`config.mk`:
```
export PLATFORM = sky130hd
export DESIGN_NAME = mcs_fifo
export DESIGN_NICKNAME = d
export VERILOG_FILES = /design/src/rtl/core/mcs_pkg.sv /design/src/rtl/core/mcs_fifo.sv
export SDC_FILE = /design/constraint.sdc
export NUM_CORES = 1
export LEC_CHECK = 0
export BUFFER_PORTS_ARGS = -buffer_cell sky130_fd_sc_hd__buf_2
export CORE_MARGIN = 1.5
export CORE_UTILIZATION = 52
export DETAILED_ROUTE_END_ITERATION = 8
export GPL_TIMING_DRIVEN = 0
export HOLD_SLACK_MARGIN = 0.15
export PLACE_DENSITY = 0.89
export SYNTH_ARGS = -nofsm -noshare
export SYNTH_HDL_FRONTEND = slang
export SYNTH_SLANG_ARGS = --single-unit
```
`constraint.sdc`:
```
create_clock -name clk_i -period 2.12 [get_ports clk_i]
set_input_delay 0.424 -clock clk_i [delete_from_list [all_inputs] [get_ports clk_i]]
set_output_delay 0.424 -clock clk_i [all_outputs]
set_load 0.01 [all_outputs]
```
`src/rtl/core/mcs_pkg.sv`:
```
`default_nettype none

package mcs_pkg;

  // Default structure sizes
  localparam int unsigned DIM_BITS_DEF   = 14;
  localparam int unsigned MAX_LEVELS_DEF = 16;

  // Fixed field widths
  localparam int unsigned DEPTH_W = 11;
  localparam int unsigned COUNT_W = 5;
  localparam int unsigned FMT_W   = 32;
  localparam int unsigned TOTAL_W = 32;
  localparam int unsigned FULL_W  = 4;

  // Job queue between front and back
  localparam int unsigned QUEUE_DEPTH = 2;

  // Block-compressed four-character codes
  localparam logic [FMT_W-1:0] FMT_DXT1 = 32'h3154_5844;
  localparam logic [FMT_W-1:0] FMT_DXT5 = 32'h3554_5844;

  // Bytes per sizing unit (pixel or 4x4 block)
  typedef enum logic [2:0] {
    SCL_ZERO,
    SCL_X1,
    SCL_X2,
    SCL_X3,
    SCL_X4,
    SCL_X8,
    SCL_X16
  } scale_e;

  typedef struct packed {
    logic   dxt;
    scale_e scale;
  } fmt_info_t;

  typedef enum logic [2:0] {
    BK_IDLE,
    BK_MUL_XY,
    BK_MUL_Z,
    BK_ACC,
    BK_DONE
  } back_state_e;

  // Format code to sizing rule
  function automatic fmt_info_t classify_fmt(input logic [FMT_W-1:0] code);
    fmt_info_t info;
    info.dxt   = 1'b0;
    info.scale = SCL_ZERO;
    if (code >= FMT_DXT1 && code <= FMT_DXT5) begin
      info.dxt   = 1'b1;
      info.scale = (code == FMT_DXT1) ? SCL_X8 : SCL_X16;
    end else begin
      case (code) inside
        32'd20: info.scale = SCL_X3;
        32'd21, 32'd22, 32'd62, 32'd63, 32'd64, 32'd71, 32'd75, 32'd77, 32'd79,
        32'd102: info.scale = SCL_X4;
        32'd23, 32'd24, 32'd25, 32'd26, 32'd29, 32'd30, 32'd40, 32'd51, 32'd60,
        32'd61, 32'd70, 32'd73, 32'd80, 32'd101: info.scale = SCL_X2;
        32'd27, 32'd28, 32'd41, 32'd50, 32'd52: info.scale = SCL_X1;
        default: info.scale = SCL_ZERO;
      endcase
    end
    return info;
  endfunction

endpackage

`default_nettype wire

```
`src/rtl/core/mcs_fifo.sv`:
```
`default_nettype none

module mcs_fifo import mcs_pkg::*; #(
  parameter int unsigned WIDTH = 8,
  parameter int unsigned DEPTH = QUEUE_DEPTH
) (
  input  wire logic             clk_i,
  input  wire logic             rst_ni,
  input  wire logic             wr_valid_i,
  output logic                  wr_ready_o,
  input  wire logic [WIDTH-1:0] wr_data_i,
  output logic                  rd_valid_o,
  input  wire logic             rd_ready_i,
  output logic      [WIDTH-1:0] rd_data_o
);
  localparam int unsigned PTR_W = (DEPTH > 1) ? $clog2(DEPTH) : 1;
  localparam int unsigned CNT_W = $clog2(DEPTH + 1);

  logic [WIDTH-1:0] mem_q [DEPTH];
  logic [PTR_W-1:0] wr_ptr_q, wr_ptr_d, rd_ptr_q, rd_ptr_d;
  logic [CNT_W-1:0] cnt_q, cnt_d;
  logic             push, pop;

  assign wr_ready_o = (cnt_q != CNT_W'(DEPTH));
  assign rd_valid_o = (cnt_q != '0);
  assign rd_data_o  = mem_q[rd_ptr_q];
  assign push       = wr_valid_i && wr_ready_o;
  assign pop        = rd_valid_o && rd_ready_i;

  // Pointer and fill count update
  always_comb begin
    wr_ptr_d = wr_ptr_q;
    rd_ptr_d = rd_ptr_q;
    cnt_d    = cnt_q;
    if (push) begin
      wr_ptr_d = (wr_ptr_q == PTR_W'(DEPTH - 1)) ? '0 : wr_ptr_q + 1'b1;
    end
    if (pop) begin
      rd_ptr_d = (rd_ptr_q == PTR_W'(DEPTH - 1)) ? '0 : rd_ptr_q + 1'b1;
    end
    if (push && !pop) begin
      cnt_d = cnt_q + 1'b1;
    end else if (pop && !push) begin
      cnt_d = cnt_q - 1'b1;
    end
  end

  always_ff @(posedge clk_i or negedge rst_ni) begin
    if (!rst_ni) begin
      wr_ptr_q <= '0;
      rd_ptr_q <= '0;
      cnt_q    <= '0;
    end else begin
      wr_ptr_q <= wr_ptr_d;
      rd_ptr_q <= rd_ptr_d;
      cnt_q    <= cnt_d;
    end
  end

  // Storage, no reset needed
  always_ff @(posedge clk_i) begin
    if (push) begin
      mem_q[wr_ptr_q] <= wr_data_i;
    end
  end

endmodule

`default_nettype wire

```
### Yosys cells after proc, flatten, opt, wreduce, memory -nomap -nowiden

Memories as Yosys holds them, arrays and structs flattened.
Cells that the tools add are included.

* register bits: 4
* RAM bits: 16
* output and inout port bits: 10
* input bits: 12
* word-level logic and storage cells: 23
* memories: 1

* eq/ne operators: 1
* mux-type cells: 6
* reductions and logical operators: 8
* add/subtract/negate cells: 4

Memory list
* mem_q: depth 2, width 8, read ports 1, clocked after memory_dff 0, wr ports 1, RTL line mcs_fifo.sv:19 `logic [WIDTH-1:0] mem_q [DEPTH];`

Operators by type and width (number)
* $logic_and 1x1->1: 4
* $mux 1: 4
* $mux 2: 2
* $reduce_bool 2->1: 2
* $add 1x1->1 const B: 2
* $add 2x1->2 const B: 1
* $logic_not 1->1: 2
* $ne 2x2->1 const B: 1
* $sub 2x1->2 const B: 1

### Longest topological paths before layout

* word-level depth: 6
* mapped depth: 7
* mapped depth without buffers: 7

### Worst setup path before layout

Ideal clock, no wire load.

* path type: register to register
* start point: register cnt_q[0]
* end point: memory mem_q[0][0], enable pin
* clock period less this slack: 1386 ps
* required time: 1750 ps
* stages on the path, launching flop included: 4
* data arrival time: 1016 ps
* path buffers: 0
* path slack: 734 ps
* cells stage by stage: dfrtp_1 > nand2b_4 > nand2_1 > nor2_1

* word-level cells in the longest chain between the ends: 4

RTL lines
* from (decl): RTL line mcs_fifo.sv:21 `logic [CNT_W-1:0] cnt_q, cnt_d;`
* from (signal assigned): RTL line mcs_fifo.sv:56 `cnt_q <= cnt_d;`
* $ne 2x2->1: RTL line mcs_fifo.sv:24 `assign wr_ready_o = (cnt_q != CNT_W'(DEPTH));`
* named net wr_ready_o: RTL line mcs_fifo.sv:10 `output logic wr_ready_o,`
* $logic_and 1x1->1: RTL line mcs_fifo.sv:27 `assign push = wr_valid_i && wr_ready_o;`
* $mux 1: RTL line mcs_fifo.sv:62 `if (push) begin`
* $mux 1 (not written as such): RTL line mcs_fifo.sv:63 `mem_q[wr_ptr_q] <= wr_data_i;`
* to (decl): RTL line mcs_fifo.sv:19

The timed path passes the listed nets, and every way through them passes these cells.

### Worst setup path after layout

* start point: register rd_ptr_q
* end point: output port rd_data_o[7]

* word-level cells in the longest chain between the ends: 1

RTL lines
* from (decl): RTL line mcs_fifo.sv:20 `logic [PTR_W-1:0] wr_ptr_q, wr_ptr_d, rd_ptr_q, rd_ptr_d;`
* from (signal assigned): RTL line mcs_fifo.sv:55 `rd_ptr_q <= rd_ptr_d;`
* $mem_v2 2x8
* to (decl): RTL line mcs_fifo.sv:14 `output logic [WIDTH-1:0] rd_data_o`

No other way between the ends.

==> impl_metrics.yaml <==
run_status:
  status: "completed"
critical_path:
  cp_max_fo: 9
  crit_top_cell: "buf_2"
  arrival_ns: 1.35
  cp-end-kind: "output port"
  path_cells: "buf_2, mux2_2, buf_2"
  slowest_delay_ns: 0.36
  cp.required_ns: 1.70
  crit_type: "flip-flop to output port"
  cp-start-kind: "flip-flop"
  slowest_stage: "mux2_2"
layout:
  final_common_cell: "buf_2"
  fin_area_um2: 947
  multi_input_area_um2: 198
  diodes: 0
  layout_common_cells: "22 x buf_2, 16 x edfxtp_1, 8 x mux2_2"
  drive_above_1_share_pct: 52.2
  fillers: 96
  area_delta_synth_final_pct: 20.3
  seq_area_um2: 581
  final_util_pct: 70.2
  finalNetCount: 83
  final_cells: 84
synth:
  avgSynthCellArea_um2: 18.3
  ys_seq_area_share_pct: 73.8
  synth_warnings: 0
  syn_area_um2: 787
  synthCells: 43
  synth_cell_types: 14
  ys_seq_elements: 20
  syn-num-nets: 56
route:
  drcViolationCount: 0
  avgViaCountPerCell: 5.10
  vias: 428
  wl_per_cell_um: 15.0
  drt-initial-drc-count: 9
  antenna_left: 0
  first_pass_iters: 4
  wl_um: 1260
global_route:
  use_met3_pct: 5.65
  antenna_found_initial: 0
  top_usage_layer: "met2"
  gr-usage-met1_pct: 17.5
  grt_max_degree: 12
  use_met2_pct: 29.4
  grt_usage_pct: 16.6
  grt_pass1_wl_um: 2040
  gr-total-overflow: 0
  grt_pass1_vias: 448
hold_path:
  hold_class: "primary input to flip-flop"
placed_design:
  numPortBuffers: 21
  place_congestion: 0.696
  dpl.hpwl_um: 949
  dpl-instance-area_um2: 911
  place_inst: 79
cts:
  cts.sinks: 20
  post_cts.repair.setup_buffers: 0
  cts_made_buffers: 3
  cts.reportedPaths.clkPinSlew_ns: 0.10
  cts_tree: "done"
  clk_latency_ns: 0.30
  htree_levels: 1
  cts_buffer_depth: 2
  cts-root-buf: "clkbuf_4"
sta:
  skew_ns: 0.00175
  period_share_pct: 83.7
  slew_violations: 0
  whs_ns: 0.305
  rsz0062_at_grt: "no"
  finalHoldViolCount: 0
  relSlewSlack_pct: 54.0
  worst_pin_slew_ns: 0.687
  setup_viol_count_final: 0
  fin_crit_ns: 1.78
  final.setup.tns_ns: 0
  timing.fmax_mhz: 563
pwr:
  power.density_nw_per_um2: 1330
  p_leak_uw: 0.000392
  irDropWorstVdd_v: 0.000666
floorplanning:
  rows: 13
  die_w_um: 41.9
  initial_core_util_pct: 58.3
  die_y_um: 41.9
  io_pins: 22
  dieArea_um2: 1760
  core_area_um2: 1350
job:
  maxCapViolations: 0
[critical path, delay by kind of cell (launching register included)]
family	cells	cell delay, ns
buffers and inverters	2	0.36
DFF	1	0.33
muxes	1	0.36
[stage by stage]
step / total power [uW] / setup slack (ns)
6_report: 1260 / 0.345
5_1_grt: 1340 / 0.264
4_1_cts: 1280 / 0.323
3_5_place_dp: 1090 / 0.549
3_3_place_gp: 1060 / 0.574
2_1_floorplan: 938 / 0.734
[state kept, by name, indices dropped and copies added, names as in the netlist]
| signal | flops |
|---|---|
| cnt_q | 2 |
| rd_ptr_q | 1 |
| wr_ptr_q | 1 |
| mem_q | 16 |
[power breakdown]
part	internal, uW	total (uW)	switching, uW
clock	73.4	185	112
sequential	550	605	55.5
combinational	239	473	234
[kinds of logic after synthesis]
group | share of synthesized area, %
mux | 11.4
flops | 73.8
buf+inv | 1.11
fa+ha+maj | 1.59
simple gates | 6.52
xor+xnor | 5.57
[per-layer routing]
| metal | wire length [um] | share of wire (%) | vias to the layer above |
|---|---|---|---|
| met5 | 0 | 0 | - |
| met4 | 16 | 1.3 | 0 |
| met3 | 59 | 4.7 | 2 |
| met2 | 670 | 53 | 14 |
| met1 | 513 | 41 | 206 |
| li1 | - | - | 206 |
[synth_stat cells]
cell      instances  area, um^2
and3_1            1        6.26
buf_2             1        5.00
dfrtp_1           4         100
edfxtp_1         16         480
ha_1              1        12.5
inv_1             1        3.75
mux2_2            8        90.1
nand2_1           1        3.75
nand2_4           1        11.3
nand2b_4          1        13.8
nor2_1            2        7.51
or2_4             1        8.76
xnor2_1           3        26.3
xor2_1            2        17.5
[area by class of cell]
cell class	instances	area share, %
flip-flops and latches	20	61.3
inverters	1	0.396
repair buffers	22	12.2
clock buffers	4	2.77
well taps	15	1.98
plain buffers	1	0.528
multi-input cells	21	20.9
[worst paths after layout]
check                                   endpoint                 start  depth (start not counted)  slack, ns
max                                 rd_data_o[7]  rd_ptr_q$_DFFE_PN0P_                          3       0.34
min                        mem_q[0][0]$_DFFE_PP_          wr_data_i[0]                          1       0.30
max reg2reg                mem_q[0][2]$_DFFE_PP_  cnt_q[0]$_DFFE_PN0P_                          3       0.53
min reg2reg                 wr_ptr_q$_DFFE_PN0N_  wr_ptr_q$_DFFE_PN0N_                          1       0.53
max in group asynchronous   cnt_q[0]$_DFFE_PN0P_                rst_ni                          2       1.54
min in group asynchronous   rd_ptr_q$_DFFE_PN0P_                rst_ni                          2       0.46
[timing repair]
action                                 in CTS  in global routing
endpoints found under the hold margin       4                  0
hold buffers                                1                  0
resized for setup                           0                  0
(Power assumes the default switching activity.)
