==> config.mk <==
export PLATFORM = sky130hd
export DESIGN_NAME = mcs_front_flat
export DESIGN_NICKNAME = d
export VERILOG_FILES = /design/src/rtl/core/mcs_pkg.sv /design/src/rtl/core/mcs_if.sv /design/src/rtl/core/mcs_front.sv /design/src/flat_wrapper.sv
export SDC_FILE = /design/constraint.sdc
export NUM_CORES = 1
export LEC_CHECK = 0
export ABC_AREA = 1
export BUFFER_PORTS_ARGS = -buffer_cell sky130_fd_sc_hd__buf_4
export CAP_MARGIN = 30
export CORE_ASPECT_RATIO = 1.75
export CORE_UTILIZATION = 45
export DETAILED_ROUTE_END_ITERATION = 8
export PLACE_DENSITY = 0.94
export SYNTH_ARGS = -nofsm -noshare
export SYNTH_HDL_FRONTEND = slang
export SYNTH_SLANG_ARGS = --single-unit
==> constraint.sdc <==
create_clock -name vclk -period 6.6
set_input_delay 0.66 -clock vclk [all_inputs]
set_output_delay 0.66 -clock vclk [all_outputs]
set_load 0.05 [all_outputs]
==> src/rtl/core/mcs_pkg.sv <==
`default_nettype none

package mcs_pkg;

  // Default structure sizes
  localparam int unsigned DIM_BITS_DEF   = 14;
  localparam int unsigned MAX_LEVELS_DEF = 16;

  // Fixed field widths
  localparam int unsigned DEPTH_W = 11;
  localparam int unsigned COUNT_W = 5;
  localparam int unsigned FMT_W   = 32;
  localparam int unsigned TOTAL_W = 32;
  localparam int unsigned FULL_W  = 4;

  // Job queue between front and back
  localparam int unsigned QUEUE_DEPTH = 2;

  // Block-compressed four-character codes
  localparam logic [FMT_W-1:0] FMT_DXT1 = 32'h3154_5844;
  localparam logic [FMT_W-1:0] FMT_DXT5 = 32'h3554_5844;

  // Bytes per sizing unit (pixel or 4x4 block)
  typedef enum logic [2:0] {
    SCL_ZERO,
    SCL_X1,
    SCL_X2,
    SCL_X3,
    SCL_X4,
    SCL_X8,
    SCL_X16
  } scale_e;

  typedef struct packed {
    logic   dxt;
    scale_e scale;
  } fmt_info_t;

  typedef enum logic [2:0] {
    BK_IDLE,
    BK_MUL_XY,
    BK_MUL_Z,
    BK_ACC,
    BK_DONE
  } back_state_e;

  // Format code to sizing rule
  function automatic fmt_info_t classify_fmt(input logic [FMT_W-1:0] code);
    fmt_info_t info;
    info.dxt   = 1'b0;
    info.scale = SCL_ZERO;
    if (code >= FMT_DXT1 && code <= FMT_DXT5) begin
      info.dxt   = 1'b1;
      info.scale = (code == FMT_DXT1) ? SCL_X8 : SCL_X16;
    end else begin
      case (code) inside
        32'd20: info.scale = SCL_X3;
        32'd21, 32'd22, 32'd62, 32'd63, 32'd64, 32'd71, 32'd75, 32'd77, 32'd79,
        32'd102: info.scale = SCL_X4;
        32'd23, 32'd24, 32'd25, 32'd26, 32'd29, 32'd30, 32'd40, 32'd51, 32'd60,
        32'd61, 32'd70, 32'd73, 32'd80, 32'd101: info.scale = SCL_X2;
        32'd27, 32'd28, 32'd41, 32'd50, 32'd52: info.scale = SCL_X1;
        default: info.scale = SCL_ZERO;
      endcase
    end
    return info;
  endfunction

endpackage

`default_nettype wire

==> src/rtl/core/mcs_if.sv <==
`default_nettype none

// Texture description channel
interface mcs_in_if import mcs_pkg::*; #(
  parameter int unsigned DIM_BITS = DIM_BITS_DEF
);
  logic                valid;
  logic                ready;
  logic [DIM_BITS-1:0] width;
  logic [DIM_BITS-1:0] height;
  logic [DEPTH_W-1:0]  depth;
  logic [COUNT_W-1:0]  level_count;
  logic [FMT_W-1:0]    format_code;

  modport source (
    output valid, width, height, depth, level_count, format_code,
    input  ready
  );
  modport sink (
    input  valid, width, height, depth, level_count, format_code,
    output ready
  );
endinterface


`default_nettype wire

==> src/rtl/core/mcs_front.sv <==
`default_nettype none

module mcs_front import mcs_pkg::*; #(
  parameter  int unsigned DIM_BITS   = DIM_BITS_DEF,
  parameter  int unsigned MAX_LEVELS = MAX_LEVELS_DEF,
  localparam int unsigned CNT_W      = $clog2(MAX_LEVELS + 1),
  localparam int unsigned JOB_W      = 2 * DIM_BITS + DEPTH_W + CNT_W
                                       + $bits(fmt_info_t) + FULL_W
) (
  mcs_in_if.sink           item_i,
  output logic             push_valid_o,
  input  wire logic        push_ready_i,
  output logic [JOB_W-1:0] job_o
);
  localparam int unsigned MAX_W = (DIM_BITS > DEPTH_W) ? DIM_BITS : DEPTH_W;
  localparam int unsigned BL_W  = $clog2(MAX_W + 1);

  logic [MAX_W-1:0]  w_ext, h_ext, d_ext, biggest;
  logic [BL_W-1:0]   bit_len;
  logic [CNT_W-1:0]  levels;
  fmt_info_t         info;

  assign item_i.ready = push_ready_i;
  assign push_valid_o = item_i.valid;

  // Level count saturates at the chain limit
  always_comb begin
    if (32'(item_i.level_count) > 32'(MAX_LEVELS)) begin
      levels = CNT_W'(MAX_LEVELS);
    end else begin
      levels = CNT_W'(item_i.level_count);
    end
  end

  assign info = classify_fmt(item_i.format_code);

  // Full chain length: bit length of the largest dimension
  assign w_ext = MAX_W'(item_i.width);
  assign h_ext = MAX_W'(item_i.height);
  assign d_ext = MAX_W'(item_i.depth);

  always_comb begin
    biggest = w_ext;
    if (h_ext > biggest) begin
      biggest = h_ext;
    end
    if (d_ext > biggest) begin
      biggest = d_ext;
    end
    bit_len = '0;
    for (int i = 0; i < int'(MAX_W); i++) begin
      if (biggest[i]) begin
        bit_len = BL_W'(i + 1);
      end
    end
  end

  assign job_o = {item_i.width, item_i.height, item_i.depth, levels, info,
                  bit_len[FULL_W-1:0]};

endmodule

`default_nettype wire

==> src/flat_wrapper.sv <==
// flat-port wrapper written by rule: the top's interface ports become plain ports
module mcs_front_flat import mcs_pkg::*;
#(
  parameter  int unsigned DIM_BITS   = DIM_BITS_DEF,
  parameter  int unsigned MAX_LEVELS = MAX_LEVELS_DEF,
  localparam int unsigned CNT_W      = $clog2(MAX_LEVELS + 1),
  localparam int unsigned JOB_W      = 2 * DIM_BITS + DEPTH_W + CNT_W
                                       + $bits(fmt_info_t) + FULL_W
)
  (push_valid_o, push_ready_i, job_o, item_i_valid, item_i_width, item_i_height, item_i_depth, item_i_level_count, item_i_format_code, item_i_ready);
  mcs_in_if #(.DIM_BITS(DIM_BITS)) item_i_i ();
  output logic push_valid_o;
  input  wire logic push_ready_i;
  output logic [JOB_W-1:0] job_o;
  input wire logic [$bits(item_i_i.valid)-1:0] item_i_valid;
  input wire logic [$bits(item_i_i.width)-1:0] item_i_width;
  input wire logic [$bits(item_i_i.height)-1:0] item_i_height;
  input wire logic [$bits(item_i_i.depth)-1:0] item_i_depth;
  input wire logic [$bits(item_i_i.level_count)-1:0] item_i_level_count;
  input wire logic [$bits(item_i_i.format_code)-1:0] item_i_format_code;
  output wire logic [$bits(item_i_i.ready)-1:0] item_i_ready;
  assign item_i_i.valid = item_i_valid;
  assign item_i_i.width = item_i_width;
  assign item_i_i.height = item_i_height;
  assign item_i_i.depth = item_i_depth;
  assign item_i_i.level_count = item_i_level_count;
  assign item_i_i.format_code = item_i_format_code;
  assign item_i_ready = item_i_i.ready;
  mcs_front #(.DIM_BITS(DIM_BITS), .MAX_LEVELS(MAX_LEVELS)) u_core (.item_i(item_i_i), .push_valid_o(push_valid_o), .push_ready_i(push_ready_i), .job_o(job_o));
endmodule
## Yosys cells after proc, flatten, opt, wreduce, memory -nomap -nowiden

Cells that the tools add are included.
W data, S select, Z words.

- Logic and storage cells: 64
- Bits in registers: 0

- Order comparisons: 5
- Muxes and demuxes: 24
- Reduce and logical (&&, ||, !) cells: 4
- Equality and inequality tests: 31

Operators with widths:

| kind | count |
|---|---|
| $eq A32 B5 Y1 const B | 11 |
| $eq A32 B7 Y1 const B | 10 |
| $eq A32 B6 Y1 const B | 9 |
| $eq A32 B30 Y1 const B | 1 |
| $ge A32 B30 Y1 const B | 1 |
| $le A32 B30 Y1 const B | 1 |
| $mux W14 | 2 |
| $mux W4 | 7 |
| $mux W3 | 8 |
| $gt A11 B14 Y1 | 1 |
| $gt A14 B14 Y1 | 1 |
| $reduce_or A14 Y1 | 1 |
| $reduce_or A10 Y1 | 1 |
| $mux W2 | 3 |
| $gt A5 B5 Y1 const B | 1 |
| $mux W5 | 1 |
| $reduce_or A5 Y1 | 1 |
| $mux W1 | 3 |
| $logic_and A1 B1 Y1 | 1 |

## Logic depth before layout (Yosys ltp)

Gate-level depths: netlist (run 1).

- Depth in word-level cells: 18
- Gate-level depth with buffers: 40
- Depth with buffers taken out: 39

## Least setup slack after synthesis (run 1)

OpenSTA, ideal clock, no wires.

- Kind: input -> output
- From: input port item_i_width[13]
- To: output port job_o[0]
- Setup slack: 1,909 ps
- Path buffers: 3
- Arrival: 4,031 ps
- Required time: 5,940 ps
- Stages on the path: 35
- Cells stage by stage: inv_1 -> ha_1 -> nand2_1 -> nor2_2 -> inv_2 -> nor2_8 -> nand2_4 -> nand2_4 -> nand2_4 -> buf_6 -> buf_4 -> nand2_1 -> o21ai_1 -> ha_1 -> nand2_1 -> nor2_1 -> nand2_1 -> nand2_1 -> nand2_1 -> nand2_1 -> nand2_1 -> nor2_4 -> nand2_8 -> clkinv_4 -> buf_12 -> nand2_2 -> o21ai_2 -> inv_2 -> nand2_1 -> nand2_1 -> nand2_1 -> nand2_1 -> nand2_1 -> nand2_1 -> a21oi_2

- Longest elaborated chain between the ends: 18

Ends and longest elaborated chain:

| element | RTL line | RTL |
|---|---|---|
| start: declaration | flat_wrapper.sv:16 | `input wire logic [$bits(item_i_i.width)-1:0] item_i_width;` |
| $gt A14 B14 Y1 | mcs_front.sv:44 | `if (h_ext > biggest) begin` |
| $mux W14 * | mcs_front.sv:44 |  |
| $gt A11 B14 Y1 | mcs_front.sv:47 | `if (d_ext > biggest) begin` |
| $mux W14 * | mcs_front.sv:47 |  |
| $mux W1 | mcs_front.sv:52 | `if (biggest[i]) begin` |
| $mux W2 (2 in a row) | mcs_front.sv:52 |  |
| $mux W3 (4 in a row) | mcs_front.sv:52 |  |
| $mux W4 (6 in a row) | mcs_front.sv:52 |  |
| $mux W4 * | mcs_front.sv:52 |  |
| end: declaration | flat_wrapper.sv:14 | `output logic [JOB_W-1:0] job_o;` |

Mark *: on every way between the ends. The rest lies on a longest branch, timed or not.

## Worst setup path in the final report (run 1)

Same ends and word-level chain as after synthesis.

==> flow_summary.json, run 1 <==
{
  "outcome": "finished clean",
  "slowest_delay_ns": 0.31,
  "first_pass_iters": 4,
  "post_cts_resized": 0,
  "die_w_um": 54.6,
  "grt_max_degree": 26,
  "synth_top_cell_area_share_pct": 15.7,
  "ios": 132,
  "vias": 2676,
  "wl_per_cell_um": 11.8,
  "cap_violations": 0,
  "synth_area_leaders": "nand2_1 (16%), buf_4 (14%), ha_1 (14%), inv_1 (12%), nor2_1 (5.0%)",
  "hold_depth": 0,
  "dpl_cell_area_um2": 2860,
  "io_buffer_count": 128,
  "die-area_um2": 5140,
  "area.sequential_um2": 0,
  "cp_top_family": "simple AND/OR/NAND/NOR gates",
  "finalPower_uw": 299,
  "layout_min_cycle_time_ns": 4.97,
  "grt_pass1_wl_um": 9770,
  "rows": 33,
  "globalplace.congestion": 0.948,
  "worstSetupEndpointType": "output pin",
  "dpl.hpwl_um": 5500,
  "final_nets": 570,
  "p_leak_nw": 1.65,
  "tightest_slew_ns": 0.517,
  "syn_area_um2": 2180,
  "numSequentialCells": 0,
  "crit_start": "item_i_width[13]",
  "pre_cts_slack_ns": 1.67,
  "cp.buffers_inverters": 4,
  "cp-start-kind": "primary input",
  "multiInputGateArea_um2": 1550,
  "grt_pass1_vias": 2590,
  "drt_iter0_markers": 61,
  "relSlewSlack_pct": 65.1,
  "finalMaxSlewViolations": 0,
  "antenna_found_initial": 0,
  "ir_drop_v": 0.0000822,
  "ys_types": 42,
  "period_share_pct": 75.4,
  "cp_max_fo": 25,
  "crit_top_cell": "nand2_1",
  "wl_um": 6120,
  "grt_overflow": 0,
  "synthToLayoutAreaGrowth_pct": 31.0,
  "initial_utilization_pct": 46.8,
  "synth.avg_cell_area_um2": 5.71,
  "synth.largest_area_cell": "nand2_1",
  "synth-seq-area-share_pct": 0,
  "rsz0062_at_grt": "false",
  "hp-class": "in -> out",
  "fmax_mhz": 201,
  "core_um2": 4670,
  "cp.arrival_ns": 4.31,
  "p_per_area_nw_per_um2": 105,
  "post_cts_buffers": 0,
  "viasPerCell": 5.18,
  "hold_violations": 0,
  "grt_usage_pct": 23.9,
  "required_ns": 5.94,
  "drc_errors": 0,
  "nClkBuffers": 0,
  "netlist_instances": 382,
  "hold_end": "item_i_ready",
  "worst_slack_ns": 1.63,
  "postRouteAntennaNets": 0,
  "drive_gt1_share_pct": 34.4,
  "die_h_um": 94.1,
  "n_antenna_cell": 0,
  "critPathSlowestCell": "ha_1",
  "ys_warn_count": 0,
  "setup_viol": 0,
  "fin_area_um2": 2860,
  "syn_nets": 485,
  "min_from": "push_ready_i",
  "setup-tns-final_ns": 0,
  "cts_hold_buffers": 0,
  "fillers": 443,
  "crit_type": "in -> out"
}
-- Yosys cell counts (4+ instances only) --
cell     count
a21oi_1     12
buf_4       42
ha_1        25
inv_1       69
inv_2        4
nand2_1     91
nand2_2      8
nand2_4      4
nand3_1     20
nand4_1      5
nor2_1      29
nor3_1      12
o21ai_0      7
o21ai_1     14
-- logic make-up after synthesis --
group | count (synthesis) | synth area share [%]
adder cells (fa/ha/maj) | 25 | 14.3
AND/OR/NAND/NOR | 185 | 41.9
AO/OA/AOI/OAI | 53 | 14.8
buffers and inverters | 119 | 29.0
-- worst max-delay path by stage --
stage	to	depth (start not counted)
finish	job_o[0]	36
global route	job_o[0]	34
global placement	job_o[0]	34
CTS	job_o[0]	36
floorplan	job_o[0]	35
detailed placement	job_o[0]	34
-- through the flow --
| step | hold slack, ns | utilization [%] | cells |
|---|---|---|---|
| 6_report | 1.32 | 61.2 | 517 |
| 5_1_grt | 1.32 | 61.2 | 517 |
| 4_1_cts | 1.32 | 61.2 | 517 |
| 3_5_place_dp | 1.32 | 61.2 | 517 |
| 3_3_place_gp | 1.32 | 61.2 | 517 |
| 2_1_floorplan | 1.49 | - | 382 |
-- routing by layer --
metal  track usage, %  wire, um  vias to the layer above
met5                0         0                        -
met4             5.98       139                        0
met3            0.647       262                       19
met2             51.1      3620                      110
met1             21.5      2100                     1190
li1                 -         -                     1357
-- final cells by class --
| type | instances | share of cell area [%] |
|---|---|---|
| inverter | 74 | 9.89 |
| timing repair buffer | 128 | 33.6 |
| tap | 52 | 2.28 |
| multi-input combinational | 263 | 54.2 |
-- power by group --
group | leakage (nW) | internal (mW) | switching, mW | total, mW
Sequential | 0 | 0 | 0 | 0
Clock | 0 | 0 | 0 | 0
Combinational | 1.65 | 0.107 | 0.192 | 0.299
Total | 1.65 | 0.107 | 0.192 | 0.299
-- layout by cell type, fill, tap and decap left out, drive strengths merged, types with 2 or more instances in the layout --
cell type / n
a31oi: 2
nand3: 22
nand4: 6
nor4: 4
o311ai: 2
nand2: 104
nor2: 34
o22ai: 3
nor3: 12
o21a: 2
a21oi: 13
o21ai: 24
ha: 25
inv: 73
buf: 128
(Power assumes the default switching activity.)
==> run 2: changes to the inputs <==
CORE_UTILIZATION = 42   (was 45)
PLACE_DENSITY = 0.92   (was 0.94)
clock period = 4.1 ns   (was 6.6 ns; I/O delays follow)
==> flow_summary.json, run 2 (same netlist as run 1, synthesis figures left out) <==
{
  "wl_um": 8900,
  "grt_pass1_vias": 3038,
  "slowest_delay_ns": 0.32,
  "period_share_pct": 110,
  "cp_top_family": "simple AND/OR/NAND/NOR gates",
  "vias": 3137,
  "synthToLayoutAreaGrowth_pct": 73.0,
  "layout_min_cycle_time_ns": 4.51,
  "area.sequential_um2": 0,
  "drt_iter0_markers": 177,
  "worstSetupEndpointType": "output pin",
  "rsz0062_at_grt": "true",
  "cp.arrival_ns": 4.10,
  "ir_drop_v": 0.000173,
  "nClkBuffers": 0,
  "layout_commonest_cell": "buf_4",
  "p_per_area_nw_per_um2": 185,
  "fmax_mhz": 222,
  "crit_top_cell": "nand2_1",
  "antenna_found_initial": 0,
  "hp-class": "in -> out",
  "io_buffer_count": 128,
  "violations": "setup timing",
  "outcome": "finished with violations",
  "drc_errors": 0,
  "first_pass_iters": 4,
  "dpl_cell_area_um2": 3210,
  "globalplace.congestion": 0.978,
  "initial_utilization_pct": 43.8,
  "tightest_slew_ns": 0.603,
  "numSequentialCells": 0,
  "relSlewSlack_pct": 59.3,
  "grt_overflow": 0,
  "grt_usage_pct": 26.3,
  "p_leak_nw": 2.00,
  "setup-tns-final_ns": -1.12,
  "die_h_um": 97.4,
  "layout_common_cells": "buf_4 (174), nand2_1 (70), inv_1 (62)",
  "grt_max_degree": 12,
  "ios": 132,
  "cap_violations": 0,
  "die-area_um2": 5500,
  "cp_max_fo": 6,
  "required_ns": 3.69,
  "cp.buffers_inverters": 6,
  "final_nets": 629,
  "crit_type": "in -> out",
  "die_w_um": 56.5,
  "critPathSlowestCell": "ha_1",
  "grt_pass1_wl_um": 12100,
  "dpl.hpwl_um": 5970,
  "hold_violations": 0,
  "drive_gt1_share_pct": 53.1,
  "fillers": 338,
  "n_antenna_cell": 0,
  "rows": 34,
  "viasPerCell": 5.43,
  "postRouteAntennaNets": 0,
  "cp-start-kind": "primary input",
  "core_um2": 4980,
  "fin_area_um2": 3770,
  "setup_viol": 4,
  "finalMaxSlewViolations": 0,
  "wl_per_cell_um": 15.4,
  "worst_slack_ns": -0.409
}
[run 2: area by class of cell]
| type | count | area [um^2] | share of cell area, % |
|---|---|---|---|
| multi-input combinational | 265 | 1970 | 52.2 |
| timing repair buffer | 185 | 1440 | 38.1 |
| inverter | 74 | 298 | 7.89 |
| tap | 54 | 67.6 | 1.79 |
[run 2: per-stage QoR]
step	setup slack, ns	hold slack [ns]	util, %	total power, mW	std cells
finish	-0.409	0.820	75.8	0.698	578
detailed placement	-0.322	0.820	64.4	0.538	564
CTS	-0.0548	0.820	68.4	0.583	573
global placement	-0.214	0.820	64.4	0.522	564
global route	-0.703	0.820	75.8	0.738	578
floorplan	0.0101	0.987	-	0.362	382
[run 2: per-layer routing]
layer / track usage (%) / part of all wire, % / vias up / wire length (um)
li1: - / - / 1477 / -
met4: 10.1 / 4.6 / 0 / 410
met3: 1.33 / 5.0 / 48 / 443
met1: 24.3 / 33 / 1448 / 2970
met5: 0 / 0 / - / 0
met2: 55.6 / 57 / 164 / 5080
[run 2: path summary, 6_finish.rpt]
kind                         startpoint      endpoint  slack (ns)  depth (start not counted)
worst max-delay path  item_i_height[13]      job_o[0]       -0.41                         33
worst min-delay path       push_ready_i  item_i_ready        0.82                          0
[run 2: what timing repair did]
item,CTS,global route
pin swaps,19,39
setup buffers,8,4
gates resized for setup,26,68
hold endpoints to repair,0,0
hold buffers,0,0
gates cloned,1,1
endpoints found under the setup margin,4,4
[run 2: power by group]
| part | switching (mW) | total, mW | internal, mW |
|---|---|---|---|
| combinational | 0.408 | 0.698 | 0.290 |
| sequential | 0 | 0 | 0 |
| clock | 0 | 0 | 0 |
| total | 0.408 | 0.698 | 0.290 |
